$ cat config.mk
export PLATFORM = sky130hd
export DESIGN_NAME = qrs_sqrt_cell
export DESIGN_NICKNAME = d
export VERILOG_FILES = /design/src/sv/qrs_sqrt_cell.sv
export SDC_FILE = /design/constraint.sdc
export NUM_CORES = 1
export LEC_CHECK = 0
export BUFFER_PORTS_ARGS = -buffer_cell sky130_fd_sc_hd__buf_2
export CAP_MARGIN = 20
export CORE_MARGIN = 2
export CORE_UTILIZATION = 49
export DETAILED_ROUTE_END_ITERATION = 10
export GPL_ROUTABILITY_DRIVEN = 1
export PLACE_DENSITY = 0.87
export RECOVER_POWER = 50
export SYNTH_ARGS = -nofsm -noshare
export SYNTH_HDL_FRONTEND = slang
export SYNTH_SLANG_ARGS = --single-unit
$ cat constraint.sdc
create_clock -name clk -period 4.5 [get_ports clk]
set_input_delay 1.35 -clock clk [delete_from_list [all_inputs] [get_ports clk]]
set_output_delay 1.35 -clock clk [all_outputs]
set_load 0.01 [all_outputs]
$ cat src/sv/qrs_sqrt_cell.sv
// One digit of the digit-by-digit square root: brings down two radicand bits,
// tries root*4+1 against the partial remainder, appends one root bit.
module qrs_sqrt_cell #(
  parameter int DIGITS = 33
) (
  input  logic                  clk,
  input  logic                  en,
  input  logic [DIGITS+1:0]     rem_i,
  input  logic [DIGITS-1:0]     root_i,
  input  logic [2*DIGITS-1:0]   rad_i,
  output logic [DIGITS+1:0]     rem_o,
  output logic [DIGITS-1:0]     root_o,
  output logic [2*DIGITS-1:0]   rad_o
);

  logic [DIGITS+1:0] rem2;
  logic [DIGITS+1:0] trial;
  logic [DIGITS+1:0] diff;
  logic              ge;

  // trial subtraction; the remainder never exceeds DIGITS bits before the shift
  always_comb begin
    rem2  = {rem_i[DIGITS-1:0], rad_i[2*DIGITS-1 -: 2]};
    trial = {root_i, 2'b01};
    ge    = (rem2 >= trial);
    diff  = rem2 - trial;
  end

  always_ff @(posedge clk) begin
    if (en) begin
      rem_o  <= ge ? diff : rem2;
      root_o <= {root_i[DIGITS-2:0], ge};
      rad_o  <= rad_i << 2;
    end
  end

endmodule

# Word-level counts from Yosys, hierarchy flattened

Index checks and enable logic that the tools add are counted.

Muxes and demuxes: 1
Add/sub/neg operators: 1
$lt $le $gt $ge: 1

Operators by type and width:

| cell           | count |
|---|---|
| $ge 35x35->1   | 1 |
| $mux 35        | 1 |
| $sub 35x35->35 | 1 |

Bits of input ports: 136
Register bits: 132

# Depth between registers and ports, before layout

Word-level depth: 2
Mapped depth: 13
Mapped depth without buffers: 11

# Worst setup path after synthesis

OpenSTA, ideal clock, no wires.

Path type: input to register
Start: in root_i[17]
End: reg rem_o[34], data pin
Arrival: 3.344 ns
Data required time: 4.242 ns
Buffers on the path: 1
Cell stages on the path: 11
Slack: 0.898 ns
Cells stage by stage: inv_1 -> ha_1 -> buf_2 -> a21oi_1 -> o21ai_1 -> a2111oi_2 -> nor3_1 -> o31a_1 -> a311o_1 -> xnor2_1 -> a21oi_1

Cells in the longest elaborated chain, start to end: 2
Elaborated cells between the ends (all ways): 3
Classes of those cells: 1 x add/sub; 1 x order compare; 1 x mux

RTL lines:

| item                                           | RTL line | source |
|---|---|---|
| start, declared                                | 9        | `input logic [DIGITS-1:0] root_i,` |
| $sub 35x35->35 or $ge 35x35->1 (tied branches) | 26, 25   |  |
| $mux 35 *                                      | 31       | `rem_o <= ge ? diff : rem2;` |
| end signal, assigned                           | 31       |  |
| end, declared                                  | 11       | `output logic [DIGITS+1:0] rem_o,` |

Every way passes the cells marked *; elsewhere a longest branch is shown, timed or not.
A chain may end at the register's enable or synchronous reset.

# Final worst setup path

Start: in en
End: reg rem_o[16], enable pin

RTL lines:

| item            | RTL line | source |
|---|---|---|
| start, declared | 7        | `input logic en,` |

No word-level cell between the ends.

==> results_dict.tcl <==
set metrics [dict create \
    place_congestion 0.850 \
    post_layout_nonfiller_instances 993 \
    clock-sinks 132 \
    slew_headroom -0.390 \
    rsz0062_at_grt "false" \
    dp_hpwl_microns 13100 \
    path_common_cell "clkbuf_2" \
    synth_most_common_cell "edfxtp_1" \
    initial_utilization 0.495 \
    final.min_clock_period_ns 4.00 \
    timing.setup.tns_ns 0 \
    tritoncts "yes" \
    clk_pin_slew_ns 0.06 \
    crit_path_cell_trace "clkbuf_2 > clkbuf_2" \
    synth_seq_cells 132 \
    gr-total-overflow 0 \
    synth_flop_cell "edfxtp_1" \
    cpPeakStageDelay_ns 1.42 \
    maxCapViolations 1 \
    arrival_ns 4.02 \
    yosysWarnings 0 \
    grt_max_degree 87 \
    synth_top_area_cell "edfxtp_1" \
    setup_ws_ns 0.503 \
    violations "capacitance limit, slew limit" \
    crit_type "in2reg" \
    cp_max_fo 86 \
    drive_gt1_frac 0.358 \
    syn_to_final_growth_pct 31.2 \
    synth_cells 527 \
    ys_types 57 \
    viasPerCell 5.30 \
    nets 975 \
    seq_area_frac_synth 0.611 \
    hold_violations 0 \
    hold_path.class "in2reg" \
    cts_buffers 17 \
    post_cts_buffers 0 \
    drc 0 \
    powerDensity_mw_per_mm2 404 \
    grtUsageTotal 0.241 \
    syn_area_sq_mm 0.00648 \
    synth_edf_count 132 \
    swShare 0.267 \
    internal_power_mw 2.52 \
    highest_layer "met4" \
    placementRows 42 \
    wl_met2_microns 9290 \
    placed_cells_incl_taps 961 \
    antenna_found_initial 1 \
    dp_slack_ns 0.376 \
    power.leakage_nw 3.75 \
    netlist_top_cells_area "edfxtp_1 (61%), ha_1 (6.8%), a21oi_1 (4.2%), inv_1 (2.5%), xnor2_1 (2.3%)" \
    clockBufferDepth 2 \
    cts_root_buf "clkbuf_16" \
    cp.buffers_inverters 2 \
    post_cts_resized 0 \
    slew_viol_final 87 \
    dr.pass1.iters 5 \
    htreeDepth 4 \
    synth_top_area_share 0.611 \
    boundaryPins 270 \
    timing.fmax_mhz 250 \
    clkPwrFrac 0.363 \
    ir_worst_vdd_v 0.000202 \
    pwr-share-comb 0.192 \
    wl_met1_microns 6300 \
    wl_microns 17100 \
    path_delay_family "buffers and inverters" \
    die_area_sq_mm 0.0142 \
    timing.final.crit_share 0.888 \
    io_buffers 265 \
    hold_buffers 0 \
    start_kind "input pin" \
    synthArstFlopShare 0 \
    worst_slew_pin_slew_ns 2.08 \
    avgSynthCellArea_sq_um 12.3 \
    vias 5261 \
    status "finished, violations left" \
    fp.dieH_microns 119 \
    fillCellCount 998 \
    fp.dieW_microns 119 \
    grt_pass1_wl_microns 25800 \
    setup_violations 0 \
    critPathCaptureType "flip-flop" \
    fin_area_sq_mm 0.00850 \
    drtAntennaViolNets 0 \
    met3_length_microns 1100 \
    cp_slowest_cell "clkbuf_2" \
    critPathRequiredTime_ns 4.52 \
    routedWlPerCell_microns 17.2 \
    place_area_sq_mm 0.00801 \
    switchingPower_mw 0.919 \
    first_global_vias 5013 \
    seq_power_share 0.444 \
    coreArea_sq_mm 0.0131 \
    synth_top_cells_by_count "edfxtp_1 (132), a21oi_1 (54), inv_1 (44), nand2_1 (36), ha_1 (35)" \
    drt_iter0_drc 289 \
]
path summary, 6_finish.rpt:
| kind | startpoint | endpoint | cells past startpoint |
|---|---|---|---|
| setup / recovery | en | rem_o[16] | 2 |
| hold / removal | rad_i[49] | rad_o[51] | 1 |
cell usage in the layout, fill, tap and decap left out, types with 21 or more instances in the layout:
cell / Yosys / layout
edfxtp_1: 132 / 132
inv_1: 44 / 44
ha_1: 35 / 35
clkbuf_1: 2 / 21
o21ai_0: 23 / 23
buf_2: 7 / 243
nand2_1: 36 / 36
a21oi_1: 54 / 54
nor2_1: 33 / 33
power by group through the flow:
stage	registers [mW]	logic, mW	clock network (mW)
after detailed placement	1.55	0.662	0
after floorplan	1.62	0.310	0
final	1.53	0.661	1.25
after global placement	1.54	0.644	0
after global routing	1.54	0.724	1.33
after CTS	1.53	0.667	1.27
registers in the layout, indices dropped and copies added, names as in the netlist:
register / cells
rad_o: 64
rem_o: 35
root_o: 33
stage by stage:
stage / hold slack (ns) / util / total power [mW]
6_report: 1.11 / 0.650 / 3.44
3_5_place_dp: 1.53 / 0.612 / 2.21
3_3_place_gp: 1.53 / 0.612 / 2.19
5_1_grt: 1.09 / 0.650 / 3.59
2_1_floorplan: 1.45 / - / 1.93
4_1_cts: 1.08 / 0.653 / 3.47
cells by family (layout without fill, tap and decap cells):
| group | Yosys count | in the layout | synth area share |
|---|---|---|---|
| xor+xnor | 27 | 27 | 0.0365 |
| fa+ha+maj | 35 | 35 | 0.0676 |
| other cells | 1 | 3 | 0.000578 |
| mux | 1 | 1 | 0.00174 |
| buf+inv | 60 | 348 | 0.0413 |
| flops | 132 | 132 | 0.611 |
| simple gates | 125 | 125 | 0.0950 |
| compound gates | 146 | 146 | 0.146 |
layout make-up:
| cell class | count | area, sq um | share of cell area |
|---|---|---|---|
| clock buffers | 17 | 425 | 0.0500 |
| diodes | 1 | 2.50 | 0.000294 |
| inverters | 44 | 165 | 0.0194 |
| repair buffers | 273 | 1360 | 0.160 |
| clock inverters | 14 | 115 | 0.0135 |
| flip-flops and latches | 132 | 3960 | 0.466 |
| multi-input cells | 336 | 2250 | 0.265 |
| well taps | 176 | 220 | 0.0259 |
layer usage:
metal / vias up / global-route usage
met5: - / 0
met4: 0 / 0.0900
met3: 31 / 0.0747
met2: 200 / 0.444
met1: 2511 / 0.258
li1: 2519 / -
Power figures use the tool's default switching activity.
