<file path="config.mk">
export PLATFORM = sky130hd
export DESIGN_NAME = qrs_div_cell
export DESIGN_NICKNAME = d
export VERILOG_FILES = /design/src/sv/qrs_div_cell.sv
export SDC_FILE = /design/constraint.sdc
export NUM_CORES = 1
export LEC_CHECK = 0
export ABC_AREA = 1
export BUFFER_PORTS_ARGS = -buffer_cell sky130_fd_sc_hd__buf_2
export CAP_MARGIN = 0
export CORE_MARGIN = 10
export CORE_UTILIZATION = 50
export CTS_BUF_LIST = sky130_fd_sc_hd__clkbuf_8
export CTS_CLUSTER_DIAMETER = 80
export DETAILED_ROUTE_END_ITERATION = 8
export PLACE_DENSITY = 0.79
export SYNTH_ARGS = -nofsm -noshare
export SYNTH_HDL_FRONTEND = slang
export SYNTH_SLANG_ARGS = --single-unit
</file>
<file path="constraint.sdc">
create_clock -name clk -period 5.4 [get_ports clk]
set_clock_uncertainty 0.15 [all_clocks]
set_input_delay 0.54 -clock clk [delete_from_list [all_inputs] [get_ports clk]]
set_output_delay 0.54 -clock clk [all_outputs]
set_load 0.02 [all_outputs]
</file>
<file path="src/sv/qrs_div_cell.sv">
// One step of restoring division on magnitudes: numerator bits shift out at
// the top of nq while quotient bits shift in at the bottom.
module qrs_div_cell #(
  parameter int NUM_BITS = 34,
  parameter int DEN_BITS = 17
) (
  input  logic                clk,
  input  logic                en,
  input  logic [DEN_BITS-1:0] den_i,
  input  logic [DEN_BITS-1:0] rem_i,
  input  logic [NUM_BITS-1:0] nq_i,
  output logic [DEN_BITS-1:0] den_o,
  output logic [DEN_BITS-1:0] rem_o,
  output logic [NUM_BITS-1:0] nq_o
);

  logic [DEN_BITS:0] r2;
  logic [DEN_BITS:0] diff;
  logic              ge;

  always_comb begin
    r2   = {rem_i, nq_i[NUM_BITS-1]};
    ge   = (r2 >= {1'b0, den_i});
    diff = r2 - {1'b0, den_i};
  end

  always_ff @(posedge clk) begin
    if (en) begin
      den_o <= den_i;
      rem_o <= ge ? diff[DEN_BITS-1:0] : r2[DEN_BITS-1:0];
      nq_o  <= {nq_i[NUM_BITS-2:0], ge};
    end
  end

endmodule

</file>
Yosys cells after proc, flatten, opt, wreduce, memory -nomap -nowiden
Index checks and enable logic that the tools add are counted.
{ "totals": {"reg_bits": 68, "inputBits": 70, "out_inout_bits": 68, "word_cells": 6} }
{ "classes": {"addsub": 1, "n_lt_le_gt_ge": 1, "mux": 1} }
{ "op_table": {"columns": ["op", "count"], "rows": [
  ["18-bit by 17-bit greater-or-equal comparator with 1-bit output", 1],
  ["17-bit two-way mux", 1],
  ["17-bit subtractor", 1]
]} }

Logic depth before layout (Yosys ltp)
{ "logic_depth": {"depth_word": 2, "depth_mapped": 14, "ltp_nobuf": 14} }

Worst setup path before layout
OpenSTA, ideal clock, no wires.
{ "synth_timing": {"path_kind": "input -> register", "from": "in den_i[13]", "to": "reg rem_o[4] (data pin)", "setup_time_ps": 252, "arrival_time_ps": 1879, "required_time_ps": 4998, "path_slack_ps": 3120, "cell_stages": 11, "n_path_buf": 1, "cell_sequence": "inv_1 > ha_1 > nand2_2 > inv_2 > nand2_4 > a21oi_2 > nor3_4 > nand2_4 > buf_12 > nand2_4 > nand2_2"} }
{ "synth_between": {"elab_chain_cells": 2} }
{ "synth_lines": {"columns": ["element", "line_no", "source"], "rows": [
  ["from (decl)", "9", "input logic [DEN_BITS-1:0] den_i,"],
  ["18-bit by 17-bit greater-or-equal comparator with 1-bit output", "23", "ge = (r2 >= {1'b0, den_i});"],
  ["named net ge", "19", "logic ge;"],
  ["17-bit two-way mux", "30", "rem_o <= ge ? diff[DEN_BITS-1:0] : r2[DEN_BITS-1:0];"],
  ["to (signal assigned)", "30", null],
  ["to (decl)", "13", "output logic [DEN_BITS-1:0] rem_o,"]
]} }
The timed path passes the listed nets, and every way through them passes these cells.
A chain may end at the register's enable or synchronous reset.

Worst setup path after layout
{ "layout_timing": {"from": "in den_i[14]", "to": "reg rem_o[9] (data pin)"} }
{ "layout_between": {"elab_chain_cells": 2} }
{ "layout_lines": {"columns": ["element", "line_no"], "rows": [
  ["18-bit by 17-bit greater-or-equal comparator with 1-bit output", "23"],
  ["17-bit two-way mux", "30"]
]} }
Every way passes these cells.

==> impl_metrics.yaml <==
status:
  run_status: "complete, no violations"
grt:
  grt_start_max_net_pins: 69
  grtUsageTotal_pct: 17.00
  grt.met2_usage_pct: 27.25
  grt_remaining_overflow: 0
  groute.layer.met3.usage_pct: 6.456
  grt_antenna_before_repair: 0
  grt_use_met1_pct: 20.06
  grt-busiest-layer: "met2"
  grt_pass1_wl_um: 15320
  first_global_vias: 3065
power:
  max-vdd-ir-drop_uv: 180.6
  power.static_leakage_nw: 2.422
  cellInternalPower_w: 0.001111
  total_switching_power_w: 0.0004423
  relative_contribution_of_the_clock_network_to_total_power_pct: 35.7
  combinationalPowerShare_pct: 22.2
  power-per-cell-area_mw_per_mm2: 330.3
  power_switching_share_pct: 28.48
  power_frac_seq_pct: 42.1
critical_path:
  arrival_ns: 2.67
  worst_setup_path_endpoint: "rem_o[9]$_DFFE_PP_"
  timing.critical_path.mode_cell: "nand2_1"
  crit_family: "simple AND/OR/NAND/NOR gates"
  cpMaxStageDelayCell: "nor3_4"
  critical_path_class: "in2reg"
  worst_setup_path_start_kind: "input pin"
  crit_cells: 11
  timing.critical_path.cells: "buf_2 > inv_1 > ha_1 > nand2_2 > inv_2 > nand3_2 > a21oi_2 > nor3_4 > nand2_4 > nand2_1 > nand2_1"
  crit_fanout: 18
  timing.critical_path.buf_inv: 3
  critical-path-max-stage-delay_ns: 0.66
  end_kind: "register"
  worst_setup_path_startpoint: "den_i[14]"
  crit_required_ns: 5.35
cts:
  cts_root_buf: "clkbuf_8"
  clock_buffers_created_by_tritoncts: 9
  post_cts_setup_driven_buffer_insertion_count: 0
  clock_tree.htree_level_count: 3
  path_clk_slew_ns: 0.07
  max-clock-path-buffers: 2
  tritoncts: "built"
  cts_sinks: 68
  post_cts_resize_count: 0
  cts.hold.buffers_added: 0
placement:
  dp.cells: 602
  place.port_buffers: 137
  hpwl_um: 7553
  dpl-instance-area_mm2: 0.004441
  place.gp.congestion: 0.8692
sta:
  timing.final.hold_violations: 0
  rsz_0062_raised_after_global_routing: "false"
  setup_tns_ns: 0
  fmax_mhz: 368.1
  count_of_pins_over_their_slew_limit: 0
  setup_viol_count_final: 0
  worstMarginPinSlew_ns: 0.8645
  final_period_minus_worst_setup_slack_ns: 2.717
  period_share_pct: 50.31
  slew_headroom_pct: 42.36
die:
  dieWidth_um: 105.6
  coreArea_mm2: 0.007176
  die_h_um: 105.6
  io_pins: 138
  design.die.area_mm2: 0.01116
  row_count: 31
  initial_utilization_pct: 51.11
worst_hold_path:
  hp-class: "in2reg"
synth:
  synth_enable_flop_cells: 68
  yosysWarnings: 0
  postSynth.asyncResetShare_pct: 0
  synth.area.top_cells: "edfxtp_1, nand2_1, inv_1"
  synth_top_flop_cell: "edfxtp_1"
  synth.distinct_cells: 26
  yosysSeqAreaShare_pct: 55.68
  synth_nets: 457
  yosys.area.top_type: "edfxtp_1"
  synthMuxAreaShare_pct: 0
  synth-seq-cells: 68
  synth_most_common_cell: "nand2_1"
  yosys.area_share.xor_xnor_pct: 1.672
  synth_top_family_by_area: "simple AND/OR/NAND/NOR gates"
  post_synth.cell_area_avg_um2: 9.938
  netlist_top_cells_count: "nand2_1, edfxtp_1, inv_1"
  synthCells: 369
  synth_compound_gate_area_share_pct: 1.945
  synth_largest_type_area_fraction_pct: 55.68
  synth.cell_area_mm2: 0.003667
  synth_simple_gate_area_share_pct: 26.10
  synthAdderAreaFrac_pct: 6.346
drt:
  drt_iter0_markers: 182
  via_count: 2956
  detail-route-antenna-nets: 0
  drt-pass1-iter-count: 4
  route.detailed.wl_per_inst_um: 15.63
  drt-total-wl_um: 9646
  via_density_per_instance: 4.791
  post-route-drc-count: 0
job:
  maxCapViolCount: 0
finish:
  layout.cells.non_filler: 617
  post_route_cells_drive_above_1_share_pct: 38.61
  flow.area_growth_from_synthesis_pct: 28.22
  post-route-cell-area_mm2: 0.004702
  final.fill_count: 576
  num_antenna_cells: 0
  num-nets-final: 602
## cells by family after synthesis
logic type	after synthesis
compound gates	12
xor+xnor	7
simple gates	191
buf+inv	73
flops	68
fa+ha+maj	18
## flip-flops by register name, summed over array words and instances, names as in the netlist
name / flops
nq_o: 34
den_o: 17
rem_o: 17
## worst min path at each step
stage                        start                  to  slack [ns]  depth (start not counted)
after global routing      nq_i[11]  nq_o[12]$_DFFE_PP_        0.19                          1
after floorplan           den_i[0]  den_o[0]$_DFFE_PP_        0.49                          0
final                      nq_i[3]   nq_o[4]$_DFFE_PP_        0.21                          1
after detailed placement   nq_i[3]   nq_o[4]$_DFFE_PP_        0.57                          1
after global placement    nq_i[16]  nq_o[17]$_DFFE_PP_        0.57                          1
after CTS                  nq_i[3]   nq_o[4]$_DFFE_PP_        0.20                          1
## cell type report
class / instances / area, um2 / share of cell area, %
inverters: 69 / 259.0 / 5.508
multi-input cells: 228 / 1323 / 28.13
flip-flops and latches: 68 / 2042 / 43.43
clock inverters: 6 / 137.6 / 2.927
repair buffers: 138 / 693.2 / 14.74
clock buffers: 9 / 123.9 / 2.634
well taps: 99 / 123.9 / 2.634
## power by group through the flow
stage | Clock, W | Sequential [W] | Combinational, W
5_1_grt | 0.000586 | 0.000658 | 0.000382
3_3_place_gp | 0 | 0.000664 | 0.000338
4_1_cts | 0.000564 | 0.000654 | 0.000348
6_report | 0.000554 | 0.000654 | 0.000345
2_1_floorplan | 0 | 0.000734 | 0.000161
3_5_place_dp | 0 | 0.000666 | 0.000347
## per-stage QoR
| step | util (%) | hold slack [ns] | total power (W) | worst slack, ns |
|---|---|---|---|---|
| global route | 65.53 | 0.1932 | 0.001627 | 2.538 |
| global placement | 61.88 | 0.5668 | 0.001002 | 2.342 |
| CTS | 65.53 | 0.1969 | 0.001567 | 2.679 |
| floorplan | - | 0.4889 | 0.0008948 | 3.120 |
| detailed placement | 61.88 | 0.5684 | 0.001012 | 2.295 |
| finish | 65.53 | 0.2138 | 0.001553 | 2.683 |
## per-layer routing
layer,up-vias,share of wire (%)
met5,-,0
met4,0,1.6
met3,14,8.6
met2,129,46
met1,1326,43
li1,1487,-
## cells in the final DEF, fill, tap and decap left out, types with 5 or more instances in the layout
master / instances
a21oi_1: 9
buf_2: 137
clkbuf_8: 9
edfxtp_1: 68
ha_1: 17
inv_1: 64
nand2_1: 107
nand2_2: 17
nand2_4: 12
nand3_1: 29
nor2_1: 8
nor2_2: 5
xor2_1: 7
(Power assumes the default switching activity.)
